`config.mk`:
```
export PLATFORM = sky130hd
export DESIGN_NAME = dwq_ctrl
export DESIGN_NICKNAME = d
export VERILOG_FILES = /design/src/design/dwq_pkg.sv /design/src/design/dwq_ctrl.sv
export SDC_FILE = /design/constraint.sdc
export NUM_CORES = 1
export LEC_CHECK = 0
export BUFFER_PORTS_ARGS = -buffer_cell sky130_fd_sc_hd__buf_2
export CAP_MARGIN = 10
export CORE_MARGIN = 2
export CORE_UTILIZATION = 35
export CTS_BUF_LIST = sky130_fd_sc_hd__clkbuf_2 sky130_fd_sc_hd__clkbuf_4 sky130_fd_sc_hd__clkbuf_8
export DETAILED_ROUTE_END_ITERATION = 8
export HOLD_SLACK_MARGIN = 0.02
export SLEW_MARGIN = 20
export SYNTH_ARGS = -nofsm -noshare
export SYNTH_HDL_FRONTEND = slang
export SYNTH_SLANG_ARGS = --single-unit
```
`constraint.sdc`:
```
create_clock -name clk -period 4.8 [get_ports clk]
set_input_delay 0 -clock clk [delete_from_list [all_inputs] [get_ports clk]]
set_output_delay 0 -clock clk [all_outputs]
set_load 0.1 [all_outputs]
```
`src/design/dwq_pkg.sv`:
```
// Shared types and constants for the deduplicating worklist queue.
`default_nettype none

package dwq_pkg;

  localparam int CMD_W     = 2;
  localparam int VERTEX_W  = 10;
  localparam int VCOUNT_W  = 11;
  localparam int CFG_W     = 11;
  localparam int CFG_IDX_W = 2;
  localparam int S_TDATA_W = 16;
  localparam int M_TDATA_W = 16;
  localparam int RESULT_W  = VERTEX_W + 2;

  typedef enum logic [CMD_W-1:0] {
    CMD_ENQUEUE = 2'd0,
    CMD_TAKE    = 2'd1,
    CMD_RESTART = 2'd2,
    CMD_NOP     = 2'd3
  } cmd_t;

  localparam logic [CFG_IDX_W-1:0] REG_VERTEX_COUNT  = 2'd0;
  localparam logic [CFG_IDX_W-1:0] REG_FILL_BACKWARD = 2'd1;
  localparam logic [CFG_IDX_W-1:0] REG_LIFO_MODE     = 2'd2;

  localparam logic [VCOUNT_W-1:0] VCOUNT_RESET = 11'd1024;

endpackage

`default_nettype wire

```
`src/design/dwq_ctrl.sv`:
```
// Sequencer: configuration, ring pointers, memory access and result register.
`default_nettype none

module dwq_ctrl
  import dwq_pkg::*;
#(
  parameter int MAX_VERTICES = 1024,
  parameter int IDX_W        = $clog2(MAX_VERTICES),
  parameter int CAP_W        = $clog2(MAX_VERTICES + 1)
) (
  input  wire logic                 clk,
  input  wire logic                 rst,
  input  wire logic                 cfg_we,
  input  wire logic [CFG_IDX_W-1:0] cfg_index,
  input  wire logic [CFG_W-1:0]     cfg_data,
  input  wire logic                 s_tvalid,
  output logic                      s_tready,
  input  wire logic [CMD_W-1:0]     s_cmd,
  input  wire logic [VERTEX_W-1:0]  s_vertex,
  output logic                      m_tvalid,
  input  wire logic                 m_tready,
  output logic [RESULT_W-1:0]       m_result,
  output logic                      mark_we,
  output logic [IDX_W-1:0]          mark_waddr,
  output logic                      mark_wdata,
  output logic                      mark_re,
  output logic [IDX_W-1:0]          mark_raddr,
  input  wire logic                 mark_rdata,
  output logic                      ring_we,
  output logic [IDX_W-1:0]          ring_waddr,
  output logic [IDX_W-1:0]          ring_wdata,
  output logic                      ring_re,
  output logic [IDX_W-1:0]          ring_raddr,
  input  wire logic [IDX_W-1:0]     ring_rdata
);

  localparam int CMP_W  = (CAP_W > VCOUNT_W) ? CAP_W : VCOUNT_W;
  localparam int VCMP_W = (CAP_W > VERTEX_W) ? CAP_W : VERTEX_W;
  localparam int RESET_CAP_I = (MAX_VERTICES < 1024) ? MAX_VERTICES : 1024;
  localparam logic [CAP_W-1:0] RESET_CAP = CAP_W'(RESET_CAP_I);
  localparam logic [IDX_W-1:0] LAST_IDX  = IDX_W'(MAX_VERTICES - 1);

  typedef enum logic [1:0] {
    ST_SWEEP,
    ST_IDLE,
    ST_EXEC
  } state_t;

  state_t              state;
  logic [VCOUNT_W-1:0] vertex_count;
  logic                fill_backward;
  logic                lifo_mode;
  logic [CAP_W-1:0]    cap;
  logic [IDX_W-1:0]    head;
  logic [IDX_W-1:0]    tail;
  logic [CAP_W-1:0]    count;
  cmd_t                cmd_q;
  logic [VERTEX_W-1:0] v_q;
  logic                empty_q;
  logic                sweep_back;
  logic                sweep_reply;
  logic [IDX_W-1:0]    sw_idx;
  logic [VERTEX_W-1:0] out_taken;
  logic                out_empty;
  logic                out_acc;

  logic [CMP_W-1:0]    vc_ext;
  logic [CAP_W-1:0]    cap_cfg;
  logic                slot_free;
  logic                in_fire;
  cmd_t                in_cmd;
  logic                enq_ok;
  logic                fin;
  logic [CAP_W-1:0]    head_inc;
  logic [IDX_W-1:0]    head_next;
  logic [CAP_W-1:0]    tail_base;
  logic [IDX_W-1:0]    tail_dec;
  logic [CAP_W-1:0]    tail_inc;
  logic [IDX_W-1:0]    tail_next;
  logic [CAP_W-1:0]    sw_ext;
  logic [IDX_W-1:0]    sw_fill;

  // clamp the vertex count into one..MAX_VERTICES
  always_comb begin
    vc_ext = CMP_W'(vertex_count);
    if (vc_ext == '0) begin
      cap_cfg = CAP_W'(1);
    end else if (vc_ext > CMP_W'(MAX_VERTICES)) begin
      cap_cfg = CAP_W'(MAX_VERTICES);
    end else begin
      cap_cfg = CAP_W'(vc_ext);
    end
  end

  assign s_tready  = (state == ST_IDLE);
  assign in_fire   = s_tvalid && s_tready;
  assign in_cmd    = cmd_t'(s_cmd);
  assign slot_free = !m_tvalid || m_tready;
  assign fin       = (state == ST_EXEC) && slot_free;

  assign enq_ok = (VCMP_W'(v_q) < VCMP_W'(cap)) && (VCMP_W'(v_q) < VCMP_W'(MAX_VERTICES))
                  && !mark_rdata && (count < cap) && (CAP_W'(tail) < cap);

  // pointer arithmetic
  always_comb begin
    head_inc  = CAP_W'(head) + CAP_W'(1);
    head_next = (head_inc >= cap) ? '0 : IDX_W'(head_inc);
    tail_base = ((tail == '0) || (CAP_W'(tail) > cap)) ? cap : CAP_W'(tail);
    tail_dec  = IDX_W'(tail_base - CAP_W'(1));
    tail_inc  = CAP_W'(tail) + CAP_W'(1);
    tail_next = (tail_inc >= cap) ? '0 : IDX_W'(tail_inc);
    sw_ext    = CAP_W'(sw_idx);
    sw_fill   = sweep_back ? IDX_W'(cap - CAP_W'(1) - sw_ext) : sw_idx;
  end

  // memory ports
  always_comb begin
    mark_re    = in_fire && (in_cmd == CMD_ENQUEUE);
    mark_raddr = IDX_W'(s_vertex);
    ring_re    = in_fire && (in_cmd == CMD_TAKE);
    ring_raddr = lifo_mode ? tail_dec : head;
    mark_we    = 1'b0;
    mark_waddr = sw_idx;
    mark_wdata = 1'b0;
    ring_we    = 1'b0;
    ring_waddr = sw_idx;
    ring_wdata = sw_idx;
    if (state == ST_SWEEP) begin
      mark_we    = 1'b1;
      mark_wdata = (sw_ext < cap);
      ring_we    = 1'b1;
      ring_wdata = (sw_ext < cap) ? sw_fill : sw_idx;
    end else if (fin && (cmd_q == CMD_ENQUEUE) && enq_ok) begin
      mark_we    = 1'b1;
      mark_waddr = IDX_W'(v_q);
      mark_wdata = 1'b1;
      ring_we    = 1'b1;
      ring_waddr = tail;
      ring_wdata = IDX_W'(v_q);
    end else if (fin && (cmd_q == CMD_TAKE) && !empty_q) begin
      // release the mark of the vertex just taken
      mark_we    = 1'b1;
      mark_waddr = ring_rdata;
      mark_wdata = 1'b0;
    end
  end

  always_ff @(posedge clk) begin
    if (rst) begin
      state         <= ST_SWEEP;
      vertex_count  <= VCOUNT_RESET;
      fill_backward <= 1'b0;
      lifo_mode     <= 1'b0;
      cap           <= RESET_CAP;
      head          <= '0;
      tail          <= '0;
      count         <= RESET_CAP;
      sweep_back    <= 1'b0;
      sweep_reply   <= 1'b0;
      sw_idx        <= '0;
      m_tvalid      <= 1'b0;
      cmd_q         <= CMD_NOP;
      empty_q       <= 1'b0;
    end else begin
      if (cfg_we) begin
        unique case (cfg_index)
          REG_VERTEX_COUNT:  vertex_count  <= cfg_data[VCOUNT_W-1:0];
          REG_FILL_BACKWARD: fill_backward <= cfg_data[0];
          REG_LIFO_MODE:     lifo_mode     <= cfg_data[0];
          default: ;
        endcase
      end

      if (fin) begin
        m_tvalid <= 1'b1;
      end else if (m_tready) begin
        m_tvalid <= 1'b0;
      end

      unique case (state)
        ST_SWEEP: begin
          if (sw_idx == LAST_IDX) begin
            sw_idx <= '0;
            state  <= sweep_reply ? ST_EXEC : ST_IDLE;
          end else begin
            sw_idx <= sw_idx + IDX_W'(1);
          end
        end
        ST_IDLE: begin
          if (in_fire) begin
            cmd_q   <= in_cmd;
            v_q     <= s_vertex;
            empty_q <= (count == '0);
            if (in_cmd == CMD_RESTART) begin
              // latch the geometry for the whole sweep
              cap         <= cap_cfg;
              count       <= cap_cfg;
              head        <= '0;
              tail        <= '0;
              sweep_back  <= fill_backward;
              sweep_reply <= 1'b1;
              sw_idx      <= '0;
              state       <= ST_SWEEP;
            end else begin
              state <= ST_EXEC;
              if (in_cmd == CMD_TAKE && count != '0) begin
                count <= count - CAP_W'(1);
                if (lifo_mode) begin
                  tail <= tail_dec;
                end else begin
                  head <= head_next;
                end
              end
            end
          end
        end
        ST_EXEC: begin
          if (slot_free) begin
            out_taken <= ((cmd_q == CMD_TAKE) && !empty_q) ? VERTEX_W'(ring_rdata) : '0;
            out_empty <= (cmd_q == CMD_TAKE) && empty_q;
            out_acc   <= (cmd_q == CMD_ENQUEUE) && enq_ok;
            if ((cmd_q == CMD_ENQUEUE) && enq_ok) begin
              tail  <= tail_next;
              count <= count + CAP_W'(1);
            end
            sweep_reply <= 1'b0;
            state       <= ST_IDLE;
          end
        end
        default: state <= ST_IDLE;
      endcase
    end
  end

  assign m_result = {out_acc, out_empty, out_taken};

endmodule

`default_nettype wire

```
Word-level counts from Yosys, hierarchy flattened
Cells that the tools add are included.
{ "word_totals": {"reg_bits": 95, "latchBits": 0, "ramBits": 0, "romBits": 0, "in_bits": 41, "output_inout_bits": 69, "elab_cells": 149, "memories": 0} }
{ "classes": {"n_addsub": 8, "n_mul": 0, "div_mod_pow": 0, "magnitude_cmp": 8, "n_eq_ne": 16, "n_shift": 0, "muxes": 53, "bitwise_logic": 1, "reduce_logical": 45} }
{ "ops": {"columns": ["operator", "count"], "rows": [
  ["$mux W10", 25],
  ["$mux W11", 7],
  ["$pmux W10 S2", 2],
  ["$lt A10 B11 Y1", 3],
  ["$add A10 B1 Y11 const B", 2],
  ["$ge A11 B11 Y1", 2],
  ["$logic_not A11 Y1", 2],
  ["$pmux W11 S2", 1],
  ["$sub A10 B1 Y10 const B", 2],
  ["$logic_and A1 B1 Y1", 15],
  ["$reduce_and A3 Y1", 5],
  ["$add A11 B1 Y11 const B", 1],
  ["$gt A10 B11 Y1", 1],
  ["$gt A11 B11 Y1 const B", 1],
  ["$lt A11 B11 Y1", 1],
  ["$mux W1", 11],
  ["$reduce_bool A11 Y1", 1],
  ["$sub A11 B1 Y11 const B", 1],
  ["$add A10 B1 Y10 const B", 1],
  ["$eq A10 B10 Y1 const B", 1],
  ["$logic_not A10 Y1", 1],
  ["$mux W2", 5],
  ["$ne A2 B1 Y1 const B", 5],
  ["$sub A10 B10 Y10", 1],
  ["15 further kinds", 34]
]} }

Logic depth before layout (Yosys ltp)
Gate-level depths: netlist (run 1).
{ "depth": {"word_depth": 9, "depth_mapped": 16} }

Worst setup path before layout (run 1)
OpenSTA, ideal clock, no wires.
{ "synth_timing": {"path_kind": "register -> output", "startpoint": "register cap[1]", "endpoint": "output port ring_wdata[8]", "t_arrival_ns": 4.625, "required_time_ns": 4.800, "slack_ns": 0.175, "path_stages_with_launch": 11, "cell_sequence": "dfxtp_1 inv_1 ha_1 nor2b_1 o21a_1 o21a_1 o211ai_1 a2111oi_1 nor2_1 a31oi_1 a21boi_0"} }
{ "synth_via": {"elab_chain_len": 7, "elab_cells_between_ends": 14, "cone_classes": "add/sub (2); order compare (4); mux (4); reduce/logical (4)"} }
{ "synth_lines": {"columns": ["item", "line", "source"], "rows": [
  ["start, declared", "dwq_ctrl.sv:53", "logic [CAP_W-1:0] cap;"],
  ["start signal, assigned", "dwq_ctrl.sv:196", "cap <= cap_cfg;"],
  ["branches (longest 6 deep; another with $sub A10 B1 Y10)", null, null],
  ["$mux W10 *", "dwq_ctrl.sv:128", "if (state == ST_SWEEP) begin"],
  ["end, declared", "dwq_ctrl.sv:31", "output logic [IDX_W-1:0] ring_wdata,"]
]} }
Every way passes the cells marked *.

Final worst setup path (run 1)
{ "layout_timing": {"startpoint": "register cap[8]", "endpoint": "output port ring_raddr[6]"} }
{ "layout_via": {"elab_chain_len": 5} }
{ "layout_lines": {"columns": ["item", "line", "source"], "rows": [
  ["$gt A10 B11 Y1", "dwq_ctrl.sv:108", "tail_base = ((tail == '0) || (CAP_W'(tail) > cap)) ? cap : CAP_W'(tail);"],
  ["$logic_or A1 B1 Y1", "dwq_ctrl.sv:108", null],
  ["$mux W10", "dwq_ctrl.sv:108", null],
  ["$sub A10 B1 Y10", "dwq_ctrl.sv:109", "tail_dec = IDX_W'(tail_base - CAP_W'(1));"],
  ["$mux W10", "dwq_ctrl.sv:121", "ring_raddr = lifo_mode ? tail_dec : head;"],
  ["end, declared", "dwq_ctrl.sv:33", "output logic [IDX_W-1:0] ring_raddr,"]
]} }
Every way passes these cells.

==> results.toml, run 1 <==
[floorplan]
fp.dieW_um = 154
io_pins = 110
die_y_um = 154
die-area_um2 = 23700
start_util_pct = 35.8
core_region_area_um2 = 22000
rows = 54

[synth]
synth_ff_type = "dfxtp_1"
synth_area_per_cell_um2 = 7.96
yosys-top-cells-count = "99 x nor2_1, 86 x nand2_1, 80 x ha_1"
mappedNetlistNets = 1109
synthArstFlopShare_pct = 0
ys_warn_count = 0
synthCells = 987
ys_seq_area_share_pct = 27.0
yosysTopAreaCell = "dfxtp_1"
synth_top_area_share_pct = 18.6
netlist-cell-type-count = 73
synth_edf_count = 22
yosysMostFrequentCell = "nor2_1"
ys_seq_elements = 95
synthTopCellsByArea = "dfxtp_1 19%, ha_1 13%, edfxtp_1 8.4%"
synth_area_um2 = 7860

[sta]
slew_headroom_pct = 28.7
post-route-period-util_pct = 95.0
drv_slew = 0
setup_viol = 0
rsz0062_at_grt = "false"
layout_min_cycle_time_ps = 4560
timing.hold.ws_ps = 31.7
worst_pin_slew_ps = 1060
fmax_ghz = 0.219
setup_ws_ps = 239
finClkSkew_ps = 15.7
hold_viol = 0
fin_setup_tns_ps = 0

[routing]
vias = 8029
avgRoutedWirePerCell_um = 20.2
drt_iter0_markers = 709
vias_per_cell = 5.78
drc_errors = 0
antenna_left = 0
drt-total-wl_um = 28000
firstDrtPassIters = 5

[critical_path]
crit_path_start = "cap[8]"
r2r_end = "tail[8]"
worst_ep_required_time_ps = 4800
ff2ff_path_depth = 12
cp_slowest_stage_delay_ps = 510
cp_top_family = "simple AND/OR/NAND/NOR gates"
cpMaxStageDelayCell = "or4b_1"
rrSetupSlack_ps = 810
crit_type = "reg2out"
r2r-start = "cap[8]"
path_cells = "inv_1 > ha_1 > a211oi_1 > o21ai_0 > nand2_1 > o21ai_4 > mux2i_1 > ha_1 > nand3_1 > or4b_1 > nor2b_1 > mux2_2 > buf_2"
critPathBufInv = 2
crit_path_frequent_cell = "ha_1"
endpoint_kind = "output port"
start_kind = "register"
critical_path_depth = 13
crit_arrival_ps = 4560
crit_end = "ring_raddr[6]"
worst-path-max-fanout = 13

[cells_and_area]
diodes = 0
drive_gt1_share_pct = 15.0
design_area_um2 = 9240
syn2layout_area_growth_pct = 17.6
nets = 1225

[worst_hold_path]
min_path_type = "in2reg"
hold_start = "rst"

[grt]
grt_max_degree = 38
track_usage_pct = 23.3
antenna_found_initial = 1
overflow = 0
grt_pass1_wl_um = 42900
first_global_vias = 7351

[clock_tree]
cts_buffers = 9
ctsRootBufferMaster = "clkbuf_8"
clock_latency_ps = 400
path_clk_slew_ps = 100
cts_tree = "done"
cts_setup_buffers = 0
cts.sinks = 95
htree_levels = 3
clockBufferDepth = 2

[placed_design]
place_ws_ps = 638
hpwl_um = 20800
portBuffers = 109
placed_area_um2 = 8600
gp_congestion = 0.945

[power_and_ir_drop]
ir_worst_vdd_uv = 150
leakagePower_nw = 3.83
p_per_area_nw_per_um2 = 184
p_total_mw = 1.70

[run_status]
status = "complete, no violations"

[flow_run]
cap_violations = 0
-- power breakdown --
group | total [mW] | internal, mW | switching [mW]
Combinational | 0.236 | 0.0689 | 0.167
Sequential | 0.831 | 0.820 | 0.0109
Clock | 0.634 | 0.303 | 0.331
-- cell type report --
class	instances	area, µm²
repair buffers	169	1100
well taps	280	350
clock inverters	6	91.3
clock buffers	10	131
inverters	42	158
fillers	2212	12700
flip-flops and latches	95	2120
multi-input cells	786	5290
-- metal layers --
metal	part of all wire [%]	global-route usage, %	wire (µm)
met4	1.3	4.27	376
met3	7.1	3.75	2000
met1	48	34.1	13300
met2	44	36.3	12300
met5	0	0	0
-- worst min path at each step --
stage | slack (ps) | end | depth (start not counted)
finish | 30 | lifo_mode | 2
global route | 40 | vc_ext[7] | 2
CTS | 20 | vc_ext[4] | 2
detailed placement | 190 | v_q[8] | 1
global placement | 190 | v_q[3] | 1
floorplan | 100 | v_q[0] | 0
-- cells in the final DEF (no fill, tap or decap), drive strengths merged, types with 15 or more instances in the layout --
cell / n
buf: 128
nor2: 99
nand2: 86
ha: 80
dfxtp: 73
a21oi: 68
o21ai: 53
inv: 44
dlygate4sd3: 41
nand3: 38
xnor2: 29
nor3: 23
edfxtp: 22
mux2i: 21
o211ai: 19
o22ai: 16
a211oi: 15
nor2b: 15
and2: 15
-- state kept, by name, indices dropped and copies added (netlist names), 2 cells and up --
register / cells
cap: 11
cmd_q: 2
count: 11
head: 10
out_taken: 10
state: 2
sw_idx: 10
tail: 10
v_q: 10
vc_ext: 11
-- worst reg2reg max path: cells and delay by family (launching register included) --
kind | cells | cell delay, ps
AND/OR/NAND/NOR | 4 | 1210
AO/OA/AOI/OAI | 4 | 1040
adder cells (fa/ha/maj) | 2 | 650
flip-flops | 1 | 430
multiplexers | 1 | 350
buffers and inverters | 1 | 250
-- per-stage QoR --
step                util [%]  cells
detailed placement      39.2   1331
finish                  42.1   1388
global placement        39.2   1331
CTS                     42.1   1388
global route            42.1   1388
floorplan                  -    987
-- logic make-up (layout without fill, tap and decap cells) --
group / count (synthesis) / count (layout) / share of synthesized area, %
multiplexers: 28 / 28 / 3.68
adder cells (fa/ha/maj): 81 / 81 / 13.0
buffers and inverters: 106 / 227 / 5.80
flip-flops: 95 / 95 / 27.0
AO/OA/AOI/OAI: 265 / 265 / 22.2
XOR/XNOR: 41 / 41 / 4.57
AND/OR/NAND/NOR: 371 / 371 / 23.7
-- repair_timing --
action / in CTS / in global routing
gates resized for setup: 0 / 1
hold endpoints to repair: 36 / 0
hold buffers: 41 / 0
endpoints found under the setup margin: 0 / 3
(Power assumes the default switching activity.)
==> run 2, diff against run 1 <==
--- a/config.mk
+++ b/config.mk
@@ -7,11 +7,14 @@
 export LEC_CHECK = 0
 export BUFFER_PORTS_ARGS = -buffer_cell sky130_fd_sc_hd__buf_2
 export CAP_MARGIN = 10
+export CELL_PAD_IN_SITES_DETAIL_PLACEMENT = 0
+export CELL_PAD_IN_SITES_GLOBAL_PLACEMENT = 1
 export CORE_MARGIN = 2
 export CORE_UTILIZATION = 35
 export CTS_BUF_LIST = sky130_fd_sc_hd__clkbuf_2 sky130_fd_sc_hd__clkbuf_4 sky130_fd_sc_hd__clkbuf_8
 export DETAILED_ROUTE_END_ITERATION = 8
 export HOLD_SLACK_MARGIN = 0.02
+export PLACE_DENSITY_LB_ADDON = 0.1
 export SLEW_MARGIN = 20
 export SYNTH_ARGS = -nofsm -noshare
 export SYNTH_HDL_FRONTEND = slang
==> results.toml, run 2 (same netlist as run 1, synthesis figures left out) <==
[run_status]
status = "complete, no violations"

[routing]
vias = 7898
drt-total-wl_um = 30400
antenna_left = 0
drt_iter0_markers = 526
drc_errors = 0
firstDrtPassIters = 6
vias_per_cell = 5.67
avgRoutedWirePerCell_um = 21.8

[critical_path]
worst_ep_required_time_ps = 4800
crit_arrival_ps = 4590
r2r_end = "tail[8]"
start_kind = "register"
rrSetupSlack_ps = 780
worst-path-max-fanout = 13
crit_type = "reg2out"
endpoint_kind = "output port"
r2r-start = "cap[2]"
ff2ff_path_depth = 12

[power_and_ir_drop]
swShare_pct = 31.9
pwr-share-seq_pct = 49.5
pwr-share-clk_pct = 36.3
power_switching_mw = 0.536
ir_worst_vdd_uv = 125
p_total_mw = 1.68
p_per_area_nw_per_um2 = 181
comb_power_share_pct = 14.2
p_int_mw = 1.14
leakagePower_nw = 3.86

[placed_design]
gp_congestion = 0.933
placed_area_um2 = 8650
portBuffers = 109
hpwl_um = 22700

[cells_and_area]
nets = 1230
syn2layout_area_growth_pct = 18.0
mostFrequentLayoutCells = "108 x buf_2, 98 x nor2_1, 86 x nand2_1"
drive_gt1_share_pct = 15.5
final_common_cell = "buf_2"
post-route-util_pct = 42.2
diodes = 0
design_area_um2 = 9270

[sta]
fmax_ghz = 0.218
hold_viol = 0
worst_pin_slew_ps = 1050
timing.hold.ws_ps = 69.2
drv_slew = 0
setup_viol = 0
layout_min_cycle_time_ps = 4590
post-route-period-util_pct = 95.6
rsz0062_at_grt = "false"
slew_headroom_pct = 29.5
finClkSkew_ps = 20.1
fin_setup_tns_ps = 0

[floorplan]
fp.dieW_um = 154
rows = 54
start_util_pct = 35.8
core_region_area_um2 = 22000
die-area_um2 = 23700
die_y_um = 154
io_pins = 110

[worst_hold_path]
hold_start = "cfg_index[1]"
min_to = "vc_ext[10]"
min_path_type = "in2reg"
holdPathStages = 4

[clock_tree]
clock_latency_ps = 410
cts.sinks = 95
cts_tree = "done"
clockBufferDepth = 2
cts_setup_buffers = 0
path_clk_slew_ps = 130
ctsRootBufferMaster = "clkbuf_8"
htree_levels = 3
cts_buffers = 9

[flow_run]
cap_violations = 0

[grt]
overflow = 0
first_global_vias = 7574
grt_max_degree = 39
antenna_found_initial = 0
grt_pass1_wl_um = 46000
track_usage_pct = 25.5
-- run 2: what timing repair did --
item                                   CTS  global route
setup endpoints to repair                0             3
endpoints found under the hold margin   41             0
hold buffers                            40             0
resized for setup                        0             2
-- run 2: area by class of cell --
class                   instances  area (µm²)
well taps                     280         350
multi-input cells             786        5290
clock buffers                   9         124
repair buffers                174        1140
flip-flops and latches         95        2120
fillers                      2229       12700
clock inverters                 7        86.3
inverters                      42         158
-- run 2: per-stage QoR --
stage / setup slack, ps / instances
2_1_floorplan: 175 / 987
3_3_place_gp: 655 / 1337
3_5_place_dp: 555 / 1337
4_1_cts: 112 / 1393
5_1_grt: 4.39 / 1393
6_report: 212 / 1393
-- run 2: worst max-delay path, cell delays in order, from the launching register on --
cell and delay (ps):
dfxtp_1 490, inv_1 310, ha_1 420, nand3_1 120, or3_1 210, nand2_1 170
o21ai_4 450, mux2i_1 370, ha_1 230, nand3_1 120, nor4_1 330, xor2_1 290
mux2_2 230, buf_2 430
-- run 2: how the worst max path moves through the flow --
stage | startpoint | endpoint | slack [ps]
floorplan | cap[1] | ring_wdata[8] | 180
global placement | cap[8] | ring_raddr[4] | 660
detailed placement | cap[8] | ring_raddr[4] | 560
CTS | cap[8] | ring_raddr[4] | 110
global route | cap[8] | ring_raddr[6] | 4
finish | cap[2] | ring_raddr[8] | 210
-- run 2: power by group through the flow --
stage	logic [mW]	clock network, mW	registers [mW]
floorplan	0.165	0	0.843
global placement	0.215	0	0.848
detailed placement	0.214	0	0.848
CTS	0.238	0.628	0.830
global route	0.253	0.649	0.831
finish	0.239	0.610	0.830
-- run 2: per-layer routing --
metal / GRT usage, % / part of all wire, % / vias up
li1: - / - / 3847
met4: 6.85 / 2.1 / 0
met1: 34.6 / 47 / 3764
met5: 0 / 0 / -
met2: 41.6 / 46 / 250
met3: 4.88 / 5.1 / 37
==> run 3, diff against run 2 <==
--- a/config.mk
+++ b/config.mk
@@ -15,6 +15,7 @@
 export DETAILED_ROUTE_END_ITERATION = 8
 export HOLD_SLACK_MARGIN = 0.02
 export PLACE_DENSITY_LB_ADDON = 0.1
+export REMOVE_ABC_BUFFERS = 1
 export SLEW_MARGIN = 20
 export SYNTH_ARGS = -nofsm -noshare
 export SYNTH_HDL_FRONTEND = slang
==> results.toml, run 3 (same netlist as run 1, synthesis figures left out) <==
[critical_path]
crit_path_start = "cap[1]"
ff2ff_path_depth = 11
r2r-start = "cap[8]"
rrSetupSlack_ps = 730
start_kind = "register"
worst_ep_required_time_ps = 4800
endpoint_kind = "output port"
worst-path-max-fanout = 7
crit_type = "reg2out"
crit_end = "ring_raddr[4]"
crit_arrival_ps = 4590
r2r_end = "tail[6]"

[clock_tree]
clockBufferDepth = 2
cts_buffers = 9
clock_latency_ps = 400
cts_tree = "done"
path_clk_slew_ps = 110
ctsRootBufferMaster = "clkbuf_8"
htree_levels = 3
cts.sinks = 95

[run_status]
status = "complete, no violations"

[grt]
antenna_found_initial = 1
overflow = 0
grt_pass1_wl_um = 46500
first_global_vias = 7621
track_usage_pct = 25.9
grt_max_degree = 49

[floorplan]
io_pins = 110
rows = 54
start_util_pct = 35.8
core_region_area_um2 = 22000
die_y_um = 154
die-area_um2 = 23700
fp.dieW_um = 154

[cells_and_area]
drive_gt1_share_pct = 15.8
syn2layout_area_growth_pct = 18.4
mostFrequentLayoutCells = "108 x buf_2, 98 x nor2_1, 86 x nand2_1"
nets = 1235
multiInputGateArea_um2 = 5300
ff_latch_area_um2 = 2120
fill_cells = 2241
final_common_cell = "buf_2"
diodes = 0
final_cells = 1398

[sta]
drv_slew = 0
finClkSkew_ps = 19.6
rsz0062_at_grt = "false"
layout_min_cycle_time_ps = 4590
worst_pin_slew_ps = 941
hold_viol = 0
fin_setup_tns_ps = 0
post-route-period-util_pct = 95.6
setup_viol = 0
slew_headroom_pct = 37.0
fmax_ghz = 0.218

[routing]
drc_errors = 0
drt-total-wl_um = 30500
avgRoutedWirePerCell_um = 21.8
vias = 7912
antenna_left = 0
firstDrtPassIters = 5
vias_per_cell = 5.66
drt_iter0_markers = 624

[placed_design]
dp.cells = 1338
hpwl_um = 23000
gp_congestion = 0.922
portBuffers = 109

[power_and_ir_drop]
p_total_mw = 1.67
p_per_area_nw_per_um2 = 179
ir_worst_vdd_uv = 129
leakagePower_nw = 3.87

[worst_hold_path]
min_path_type = "in2reg"

[flow_run]
cap_violations = 0
run 3: critical path: stages (launching register included):
cell	delay, ps
dfxtp_1	550
inv_1	290
ha_1	380
nand3_1	100
or3_1	440
nand2_1	220
o21ai_4	110
buf_4	160
mux2i_1	180
ha_1	190
inv_1	80
nor4b_1	400
xnor2_1	120
mux2i_1	400
mux2_2	250
clkbuf_4	320
run 3: area by class of cell:
cell class	count	area share, %
Sequential cell	95	22.8
Clock buffer	11	1.49
Timing Repair Buffer	179	12.6
Inverter	42	1.69
Clock inverter	5	0.699
Tap cell	280	3.76
Multi-Input combinational cell	786	56.9
run 3: repair_timing:
action	CTS	global route
setup buffers	0	4
hold buffers	40	0
setup endpoints to repair	0	2
resized for setup	0	2
endpoints found under the hold margin	36	0
run 3: per-layer routing:
metal | wire (µm) | GRT usage [%] | share of wire, % | vias up
li1 | - | - | - | 3853
met1 | 13600 | 34.5 | 45 | 3749
met2 | 14500 | 43.1 | 47 | 256
met3 | 1530 | 3.49 | 5.0 | 52
met4 | 864 | 8.63 | 2.8 | 2
met5 | 13 | 0 | 0.043 | -
run 3: power by group:
part           internal [mW]  switching, mW
sequential             0.820        0.00925
clock                  0.259          0.338
combinational         0.0689          0.170
total                   1.15          0.517
run 3: worst min path at each step:
stage | from | endpoint | slack [ps] | cells past startpoint
2_1_floorplan | s_vertex[0] | mark_raddr[0] | 0 | 0
6_report | cfg_index[1] | vc_ext[5] | 10 | 4
3_5_place_dp | s_vertex[3] | v_q[3] | 200 | 1
3_3_place_gp | s_vertex[0] | v_q[0] | 190 | 1
4_1_cts | cfg_index[1] | vc_ext[5] | 60 | 4
5_1_grt | cfg_index[1] | vc_ext[10] | 60 | 4
run 3: stage by stage:
stage	worst slack (ps)	hold slack [ps]	util, %	instance area (µm²)
2_1_floorplan	175	0	-	7560
3_3_place_gp	631	194	39.4	8650
3_5_place_dp	525	196	39.4	8650
4_1_cts	62.8	59.8	42.2	9260
5_1_grt	125	62.5	42.4	9310
6_report	210	13.9	42.4	9310
